==> src/sv/llf_pkg.sv <==
package llf_pkg;

  localparam int ENTRIES_DEF    = 4;
  localparam int KEY_WIDTH_DEF  = 32;
  localparam int DATA_WIDTH_DEF = 64;

  typedef enum logic [0:0] {
    KIND_LOOKUP = 1'b0,
    KIND_FILL   = 1'b1
  } kind_t;

  // status of one processed word
  typedef struct packed {
    logic hit;
    logic evicted;
  } res_flags_t;

endpackage

==> src/sv/lru_cache_lookup_fill_core.sv <==
// Fully associative LRU cache, one lookup or fill per word.
//
// Input channel (in_valid/in_ready): kind selects lookup or fill of key;
// fill_data is stored on a fill. Output channel (out_valid/out_ready):
// one result word per input word, in order: hit, read_data, evicted.
//
// A word accepted at the input sits in the input register and is loaded into
// the result register once that register is empty or its word is being taken
// (advance). All tag compares, victim choice and recency update are done in
// parallel as the word moves between the two registers, so one word per
// cycle is sustained while the receiver takes results.
//
// When out_ready is low the result register holds its word; the input
// register still holds one more word, after which in_ready drops.
//
// Reset (rst, synchronous) empties the cache and both registers; stored
// keys and data are not cleared, only the valid bits and ranks.
module lru_cache_lookup_fill_core #(
  parameter int ENTRIES    = llf_pkg::ENTRIES_DEF,
  parameter int KEY_WIDTH  = llf_pkg::KEY_WIDTH_DEF,
  parameter int DATA_WIDTH = llf_pkg::DATA_WIDTH_DEF
) (
  input  logic                  clk,
  input  logic                  rst,
  input  logic                  in_valid,
  output logic                  in_ready,
  input  logic                  kind,
  input  logic [KEY_WIDTH-1:0]  key,
  input  logic [DATA_WIDTH-1:0] fill_data,
  output logic                  out_valid,
  input  logic                  out_ready,
  output logic                  hit,
  output logic [DATA_WIDTH-1:0] read_data,
  output logic                  evicted
);

  logic                  q_valid;
  logic                  q_kind;
  logic [KEY_WIDTH-1:0]  q_key;
  logic [DATA_WIDTH-1:0] q_data;
  logic                  advance;
  llf_pkg::res_flags_t   flags;
  logic [DATA_WIDTH-1:0] rdata;

  assign advance = q_valid && (!out_valid || out_ready);

  llf_in_reg #(
    .KEY_WIDTH (KEY_WIDTH),
    .DATA_WIDTH(DATA_WIDTH)
  ) u_in (
    .clk      (clk),
    .rst      (rst),
    .in_valid (in_valid),
    .in_ready (in_ready),
    .kind     (kind),
    .key      (key),
    .fill_data(fill_data),
    .advance  (advance),
    .q_valid  (q_valid),
    .q_kind   (q_kind),
    .q_key    (q_key),
    .q_data   (q_data)
  );

  llf_store #(
    .ENTRIES   (ENTRIES),
    .KEY_WIDTH (KEY_WIDTH),
    .DATA_WIDTH(DATA_WIDTH)
  ) u_store (
    .clk  (clk),
    .rst  (rst),
    .go   (advance),
    .kind (q_kind),
    .key  (q_key),
    .data (q_data),
    .flags(flags),
    .rdata(rdata)
  );

  llf_out_reg #(
    .DATA_WIDTH(DATA_WIDTH)
  ) u_out (
    .clk      (clk),
    .rst      (rst),
    .load     (advance),
    .d_flags  (flags),
    .d_rdata  (rdata),
    .out_valid(out_valid),
    .out_ready(out_ready),
    .hit      (hit),
    .read_data(read_data),
    .evicted  (evicted)
  );

endmodule

==> src/sv/llf_in_reg.sv <==
module llf_in_reg #(
  parameter int KEY_WIDTH  = llf_pkg::KEY_WIDTH_DEF,
  parameter int DATA_WIDTH = llf_pkg::DATA_WIDTH_DEF
) (
  input  logic                  clk,
  input  logic                  rst,
  input  logic                  in_valid,
  output logic                  in_ready,
  input  logic                  kind,
  input  logic [KEY_WIDTH-1:0]  key,
  input  logic [DATA_WIDTH-1:0] fill_data,
  input  logic                  advance,
  output logic                  q_valid,
  output logic                  q_kind,
  output logic [KEY_WIDTH-1:0]  q_key,
  output logic [DATA_WIDTH-1:0] q_data
);

  assign in_ready = !q_valid || advance;

  always_ff @(posedge clk) begin
    if (rst) begin
      q_valid <= 1'b0;
    end else if (in_ready) begin
      q_valid <= in_valid;
    end
  end

  always_ff @(posedge clk) begin
    if (in_valid && in_ready) begin
      q_kind <= kind;
      q_key  <= key;
      q_data <= fill_data;
    end
  end

endmodule

==> src/sv/llf_store.sv <==
module llf_store #(
  parameter int ENTRIES    = llf_pkg::ENTRIES_DEF,
  parameter int KEY_WIDTH  = llf_pkg::KEY_WIDTH_DEF,
  parameter int DATA_WIDTH = llf_pkg::DATA_WIDTH_DEF
) (
  input  logic                   clk,
  input  logic                   rst,
  input  logic                   go,
  input  logic                   kind,
  input  logic [KEY_WIDTH-1:0]   key,
  input  logic [DATA_WIDTH-1:0]  data,
  output llf_pkg::res_flags_t    flags,
  output logic [DATA_WIDTH-1:0]  rdata
);

  localparam int IDX_W = (ENTRIES > 1) ? $clog2(ENTRIES) : 1;
  localparam logic [IDX_W-1:0] OLDEST = IDX_W'(ENTRIES - 1);

  logic [ENTRIES-1:0]    entry_valid;
  logic [KEY_WIDTH-1:0]  entry_key  [ENTRIES];
  logic [DATA_WIDTH-1:0] entry_data [ENTRIES];
  logic [IDX_W-1:0]      rank       [ENTRIES];

  logic [ENTRIES-1:0] match;
  logic [ENTRIES-1:0] age;
  logic               found;
  logic               full;
  logic               is_fill;
  logic [IDX_W-1:0]   hit_idx;
  logic [IDX_W-1:0]   free_idx;
  logic [IDX_W-1:0]   victim_idx;
  logic [IDX_W-1:0]   slot;

  assign is_fill = (kind == llf_pkg::KIND_FILL);
  assign full    = &entry_valid;

  always_comb begin
    hit_idx    = '0;
    free_idx   = '0;
    victim_idx = '0;
    for (int i = ENTRIES - 1; i >= 0; i--) begin
      match[i] = entry_valid[i] && (entry_key[i] == key);
      if (match[i]) begin
        hit_idx = IDX_W'(i);
      end
      if (!entry_valid[i]) begin
        free_idx = IDX_W'(i);
      end
      // ranks of a full set are a permutation, so the oldest is unique
      if (entry_valid[i] && rank[i] == OLDEST) begin
        victim_idx = IDX_W'(i);
      end
    end
  end

  assign found = |match;

  always_comb begin
    priority if (found) begin
      slot = hit_idx;
    end else if (full) begin
      slot = victim_idx;
    end else begin
      slot = free_idx;
    end
  end

  // entries younger than the touched one age by one; a new entry ages all other valid ones
  always_comb begin
    for (int i = 0; i < ENTRIES; i++) begin
      age[i] = entry_valid[i] && (IDX_W'(i) != slot) &&
               (!found || rank[i] < rank[hit_idx]);
    end
  end

  assign flags.hit     = found;
  assign flags.evicted = is_fill && !found && full;
  assign rdata         = (found && !is_fill) ? entry_data[hit_idx] : '0;

  always_ff @(posedge clk) begin
    if (rst) begin
      entry_valid <= '0;
      for (int i = 0; i < ENTRIES; i++) begin
        rank[i] <= '0;
      end
    end else if (go && (found || is_fill)) begin
      for (int i = 0; i < ENTRIES; i++) begin
        if (IDX_W'(i) == slot) begin
          rank[i] <= '0;
        end else if (age[i]) begin
          rank[i] <= rank[i] + 1'b1;
        end
      end
      if (is_fill) begin
        entry_valid[slot] <= 1'b1;
      end
    end
  end

  always_ff @(posedge clk) begin
    if (go && is_fill) begin
      entry_key[slot]  <= key;
      entry_data[slot] <= data;
    end
  end

endmodule

==> src/sv/llf_out_reg.sv <==
module llf_out_reg #(
  parameter int DATA_WIDTH = llf_pkg::DATA_WIDTH_DEF
) (
  input  logic                  clk,
  input  logic                  rst,
  input  logic                  load,
  input  llf_pkg::res_flags_t   d_flags,
  input  logic [DATA_WIDTH-1:0] d_rdata,
  output logic                  out_valid,
  input  logic                  out_ready,
  output logic                  hit,
  output logic [DATA_WIDTH-1:0] read_data,
  output logic                  evicted
);

  always_ff @(posedge clk) begin
    if (rst) begin
      out_valid <= 1'b0;
    end else if (load) begin
      out_valid <= 1'b1;
    end else if (out_ready) begin
      out_valid <= 1'b0;
    end
  end

  always_ff @(posedge clk) begin
    if (load) begin
      hit       <= d_flags.hit;
      evicted   <= d_flags.evicted;
      read_data <= d_rdata;
    end
  end

endmodule
==> config.mk <==
export PLATFORM = sky130hd
export DESIGN_NAME = lru_cache_lookup_fill_core
export DESIGN_NICKNAME = d
export VERILOG_FILES = /design/src/sv/llf_pkg.sv /design/src/sv/lru_cache_lookup_fill_core.sv /design/src/sv/llf_in_reg.sv /design/src/sv/llf_store.sv /design/src/sv/llf_out_reg.sv
export SDC_FILE = /design/constraint.sdc
export NUM_CORES = 1
export LEC_CHECK = 0
export BUFFER_PORTS_ARGS = -buffer_cell sky130_fd_sc_hd__buf_2
export CORE_UTILIZATION = 64
export DETAILED_ROUTE_END_ITERATION = 8
export GPL_TIMING_DRIVEN = 0
export MAX_ROUTING_LAYER = met4
export PLACE_DENSITY = 0.84
export SYNTH_ARGS = -nofsm -noshare
export SYNTH_HDL_FRONTEND = slang
export SYNTH_SLANG_ARGS = --single-unit
==> constraint.sdc <==
create_clock -name clk -period 25.7 [get_ports clk]
set_clock_uncertainty 0.15 [all_clocks]
set_input_delay 1.285 -clock clk [delete_from_list [all_inputs] [get_ports clk]]
set_output_delay 1.285 -clock clk [all_outputs]
set_load 0.03 [all_outputs]
Yosys cells after proc, flatten, opt, wreduce, memory -nomap -nowiden

Memories as Yosys holds them, arrays and structs flattened. A register that Yosys moved wholly into a read port is not among the register bits.
Index checks and enable logic that the tools add are counted.

Output and inout bits: 68
Flip-flop bits (word level): 105
Input port bits: 101
Memories: 3
Latch bits: 0
Memory bits (read-only): 0
Bits in writable memories: 392

Memories:

| memory             | depth | width | rd ports | clocked after memory_dff | wr ports | RTL line        | text |
|---|---|---|---|---|---|---|---|
| u_store.entry_data | 4     | 64    | 1        | 1                        | 1        | llf_store.sv:21 | `logic [DATA_WIDTH-1:0] entry_data [ENTRIES];` |
| u_store.entry_key  | 4     | 32    | 4        | 0                        | 1        | llf_store.sv:20 | `logic [KEY_WIDTH-1:0] entry_key [ENTRIES];` |
| u_store.rank       | 4     | 2     | 5        | 0                        | 4        | llf_store.sv:22 | `logic [IDX_W-1:0] rank [ENTRIES];` |

Shift operators: 0
$add $sub $neg: 4
$lt $le $gt $ge: 6
Divide/modulo/power cells: 0
Bitwise operators: 9
$mul: 0
Reductions and logical operators: 42
Mux-type cells: 66
Equality and inequality tests: 14

Operators with widths:

| cell                                                               | number |
|---|---|
| == test 32 bit                                                     | 4 |
| 2-to-1 mux 2 bit                                                   | 22 |
| 2-to-1 mux 1 bit                                                   | 43 |
| logical AND 1 bit                                                  | 24 |
| adder 2 x 1 -> 2 bit (second input constant)                       | 4 |
| == test 2 bit (second input constant)                              | 4 |
| < comparator 2 bit                                                 | 4 |
| OR 1 bit                                                           | 8 |
| logical OR 1 bit                                                   | 7 |
| zero test 1 bit                                                    | 5 |
| == test 2 bit (first input constant)                               | 2 |
| != test 2 bit (first input constant)                               | 2 |
| OR 4 bit                                                           | 1 |
| AND reduction 4 bit                                                | 1 |
| nonzero test 2 bit                                                 | 2 |
| OR reduction 4 bit                                                 | 1 |
| < comparator 2 x 3 -> 1 bit (second input constant)                | 1 |
| demux 1 bit (select 2 bit)                                         | 1 |
| == test 1 x 2 -> 1 bit (first input constant)                      | 1 |
| greater-or-equal comparator 2 x 1 -> 1 bit (second input constant) | 1 |
| zero test 2 bit                                                    | 1 |
| != test 1 x 2 -> 1 bit (first input constant)                      | 1 |
| AND reduction 2 bit                                                | 1 |

Depth between registers and ports, before layout

Depth after elaboration: 17
Depth in mapped cells: 13

By module

From an unflattened synthesis, not the netlist that was laid out.

Cells, all modules: 1074
Area total of the unflattened synthesis: 21451.8 µm²

By module, submodules not included:

| module                     | instances | area an instance (µm²) | seq. area each (µm²) | cells each |
|---|---|---|---|---|
| llf_store                  | 1         | 16452.0                | 11851.4              | 900 |
| llf_in_reg                 | 1         | 2967.8                 | 2932.8               | 102 |
| llf_out_reg                | 1         | 2020.7                 | 2001.9               | 70 |
| lru_cache_lookup_fill_core | 1         | 11.3                   | 0.0                  | 2 |

Worst setup path after synthesis

No wires, ideal clock.

Path type: input to register
Start: input port out_ready
End: memory u_store.entry_data[1][0] in the netlist's numbering, enable pin
Stages on the path: 4
Setup time: 0.553 ns
Data required time: 24.997 ns
Arrival time: 9.035 ns
Slack: 15.961 ns
Cells stage by stage: nor2b_1 nor2b_1 nand2_1 nor2_1

Word-level cells in the longest chain between the ends: 5

Ends and longest elaborated chain:

| item                                   | RTL line                         | text |
|---|---|---|
| from (decl)                            | lru_cache_lookup_fill_core.sv:31 | `input logic out_ready,` |
| logical OR 1 bit                       | lru_cache_lookup_fill_core.sv:45 | `assign advance = q_valid && (!out_valid \|\| out_ready);` |
| logical AND 1 bit                      | lru_cache_lookup_fill_core.sv:45 |  |
| net advance                            | lru_cache_lookup_fill_core.sv:41 | `logic advance;` |
| logical AND 1 bit                      | llf_store.sv:101                 | `if (go && is_fill) begin` |
| 2-to-1 mux 1 bit                       | llf_store.sv:101                 |  |
| 2-to-1 mux 1 bit (implied by the code) | llf_store.sv:103                 | `entry_data[slot] <= data;` |
| to (decl)                              | llf_store.sv:21                  |  |

The timed path passes the listed nets, and every way through them passes these cells.

Worst setup path in the final report

Start: register u_in.q_key[22]
End: register u_out.read_data[63] (read register of u_store.entry_data), data pin

Word-level cells in the longest chain between the ends: 6

Ends and longest elaborated chain:

| item                           | RTL line          | text |
|---|---|---|
| from (decl)                    | llf_in_reg.sv:15  | `output logic [KEY_WIDTH-1:0] q_key,` |
| from (signal assigned)         | llf_in_reg.sv:32  | `q_key <= key;` |
| == test 32 bit                 | llf_store.sv:42   | `match[i] = entry_valid[i] && (entry_key[i] == key);` |
| logical AND 1 bit              | llf_store.sv:42   |  |
| 2-to-1 mux 2 bit (4 in series) | llf_store.sv:43   | `if (match[i]) begin` |
| to (decl)                      | llf_out_reg.sv:12 | `output logic [DATA_WIDTH-1:0] read_data,` |

Parallel ways exist; a longest one is shown, timed or not.
A chain may end at the register's enable or synchronous reset.

==> run metrics <==
fillers 1,826; Flop pwr share 55.8%; Cell Pwr Density 73.06 nW/µm²; CP top delay family simple AND/OR/NAND/NOR gates; Clock Latency Late Sink around 0.6 ns; crit path max fanout 10; clock tree buffer depth 3; Comb power frac 3.1%; CP bufs+invs 2; WL final 47,800 µm; # rows between 60 and 70; Post-CTS Resized 0; Yosys Warn Count 0; internal power 1491 µW; commonest non-fill, non-tap cell in the layout edfxtp_1; dominant synthesized flop cell edfxtp_1; CTS tree yes; most frequent cells in the layout 555 x edfxtp_1, 189 x buf_2, 70 x xor2_1; Final ANT Viol Nets 0; Iter 0 DRT Violations 1,095; Arrival @ worst endpoint 5.08 ns; status completed; Post-Syn Instances 1,239; Hold Crit Class reg2reg; critical path's slowest cell nor4_2; first-pass GRT wire length 72,470 µm; Period minus WS final 4.886 ns; CP Cell Sequence xor2_1, nor4_1, nand4_1, nor4_2, nor2_1, nand2_1, buf_2, clkbuf_1, a211oi_1, a2111oi_1; Max-Slew Margin vs Limit ~22%; final hold violation count 0; Layout Utilization 75.96%; initial core utilization 65.65%; proportion of layout cells with a drive suffix above 1 24.69%; Peak supply drop roughly 0.093 mV; synthesized area about 22,000 µm²; Vias/cell 6.168; P&R area growth vs syn 15.72%; total DRC errors in the routed layout 0; WP depth 10; syn avg cell area 17.90 µm²; fin. max-slew vios 0; via count between 10,000 and 15,000; setup_tns 0 ns; CP Capture Type register; sw frac 20.48%; Ports 169; ys async rst share 0%; Hold Path Depth 0; Worst Reg2Reg Path Length in Cells 10; critical path required time 25.89 ns; port buffer count 167; Post-CTS Hold Buffers 0; Clock power frac about two fifths; initial antenna violation count 3; H-tree depth 2; drt pass-1 iters 5; # Post-CTS Setup Buffers 0; # setup viols final 0; Fmax 204.7 MHz; die height 188.2 µm; Net Sw Power 384.0 µW; final HPWL from detailed placement 30,840 µm; DIE WIDTH 188.2 µm; CTS Root Cell clkbuf_16; overflow left after global routing 0; sequential share of the synthesized area 75.69%; area of the die 35,400 µm²; core area ~34,000 µm²; Post-synth EDFFs 555; Num CTS Buffers 53; RSZ-0062 raised after global routing no; Max Cap Viol 0; Seq cells post-synth between 500 and 600; number of global-route vias before repair 12,568; syn_nets 1,344; RD Place Congestion 0.8776; startpoint types register; actual slew at the worst max-slew pin 1.166 ns; slowest cell delay on critical path 1.03 ns; final net count 1,581; Leakage 0.008800 µW; critical path type reg2reg; Clock Sinks 561; library cells used by synthesis 72; gr usage total about 28%; WL per Instance 24.26 µm; Final period util 19.01%; largest net degree at the start of global routing 58; clock slew at reported path FFs roughly 0.060 ns
## per-layer routing
metal / up-vias / global-route usage [%] / share of wire, %
li1: 5444 / - / -
met4: 0 / 11.32 / 3.4
met2: 528 / 48.23 / 52
met1: 6081 / 34.52 / 39
met3: 98 / 3.818 / 6.1
met5: - / - / 0
## worst register-to-register path: cells and delay by family (launching register included)
family	cells	cell delay, ns
compound gates	2	0.67
simple gates	5	2.05
flops	1	0.71
buf+inv	2	0.81
xor+xnor	1	0.21
## cell families after synthesis
| family | Yosys count | synth area share [%] |
|---|---|---|
| flops | 561 | 75.69 |
| simple gates | 254 | 7.058 |
| compound gates | 167 | 7.758 |
| xor+xnor | 122 | 4.818 |
| buf+inv | 66 | 1.512 |
| mux | 64 | 2.889 |
| fa+ha+maj | 5 | 0.2765 |
## power groups by stage
stage | sequential [µW] | clock (µW) | combinational (µW)
floorplan | 1060 | 0 | 27.4
global placement | 1070 | 0 | 52.5
detailed placement | 1060 | 0 | 57.4
CTS | 1050 | 778 | 58.1
global route | 1050 | 811 | 62.0
finish | 1050 | 772 | 57.7
## final cells by class
| cell class | count | area (µm²) | share of cell area (%) |
|---|---|---|---|
| clock inverters | 30 | 310.3 | 1.209 |
| inverters | 11 | 41.29 | 0.1609 |
| plain buffers | 55 | 294.0 | 1.146 |
| flip-flops and latches | 561 | 16790 | 65.41 |
| diodes | 3 | 7.507 | 0.02925 |
| clock buffers | 68 | 1424 | 5.548 |
| multi-input cells | 612 | 5096 | 19.86 |
| well taps | 448 | 560.5 | 2.184 |
| repair buffers | 182 | 1144 | 4.456 |
## worst paths after layout
check | from | end | slack, ns
setup / recovery | u_in.q_key[22]$_DFFE_PP_ | u_out.read_data[63]$_SDFFCE_PN0P_ | 20.81
hold / removal | u_in.q_data[32]$_DFFE_PP_ | u_store.entry_data[1][32]$_DFFE_PP_ | 0.34
setup reg to reg | u_in.q_key[22]$_DFFE_PP_ | u_out.read_data[63]$_SDFFCE_PN0P_ | 20.81
hold reg to reg | u_in.q_data[32]$_DFFE_PP_ | u_store.entry_data[1][32]$_DFFE_PP_ | 0.34
## flip-flops by register name, indices dropped and copies added, names as in the netlist
name and count:
u_in.q_data 64, u_in.q_key 32, u_in.q_kind 1, u_in.q_valid 1, u_out.evicted 1, u_out.hit 1
u_out.out_valid 1, u_out.read_data 64, u_store.entry_data 256, u_store.entry_key 128, u_store.entry_valid 4, u_store.rank 8
## cell usage after synthesis, types with 3 or more instances
master | count | area [µm²]
a211oi_2 | 27 | 337.8
or4_1 | 4 | 30.03
nor3b_1 | 4 | 30.03
nor3_1 | 10 | 50.05
clkbuf_1 | 20 | 75.07
and4_1 | 4 | 35.03
nand2_1 | 11 | 41.29
and2_1 | 67 | 419.2
nor4b_1 | 5 | 43.79
edfxtp_1 | 555 | 16670
or3_1 | 3 | 18.77
buf_2 | 22 | 110.1
mux2i_1 | 64 | 640.6
nand4_1 | 27 | 168.9
nor2_1 | 27 | 101.4
inv_1 | 11 | 41.29
xor2_1 | 70 | 613.1
a21oi_1 | 5 | 25.02
a2111oi_1 | 32 | 320.3
nor4_1 | 30 | 187.7
a2111oi_2 | 32 | 480.5
o21a_1 | 4 | 30.03
nand2b_1 | 18 | 112.6
nand3_1 | 20 | 100.1
xnor2_1 | 52 | 455.4
dfxtp_1 | 6 | 120.1
a211oi_1 | 37 | 277.8
ha_1 | 4 | 50.05
buf_4 | 5 | 37.54
buf_6 | 5 | 56.30
o21ai_0 | 4 | 20.02
## stage by stage
stage          power, µW  cell area (µm²)  hold WS [ns]  setup WS [ns]  instances
2_1_floorplan       1091            22180        0.3087          15.96       1239
3_3_place_gp        1119            23570        0.3125          10.91       1854
3_5_place_dp        1122            23920        0.3311          20.98       1869
4_1_cts             1881            25660        0.3412          20.91       1967
5_1_grt             1920            25660        0.3546          20.60       1970
6_report            1875            25660        0.3362          20.81       1970
Power figures use the tool's default switching activity.
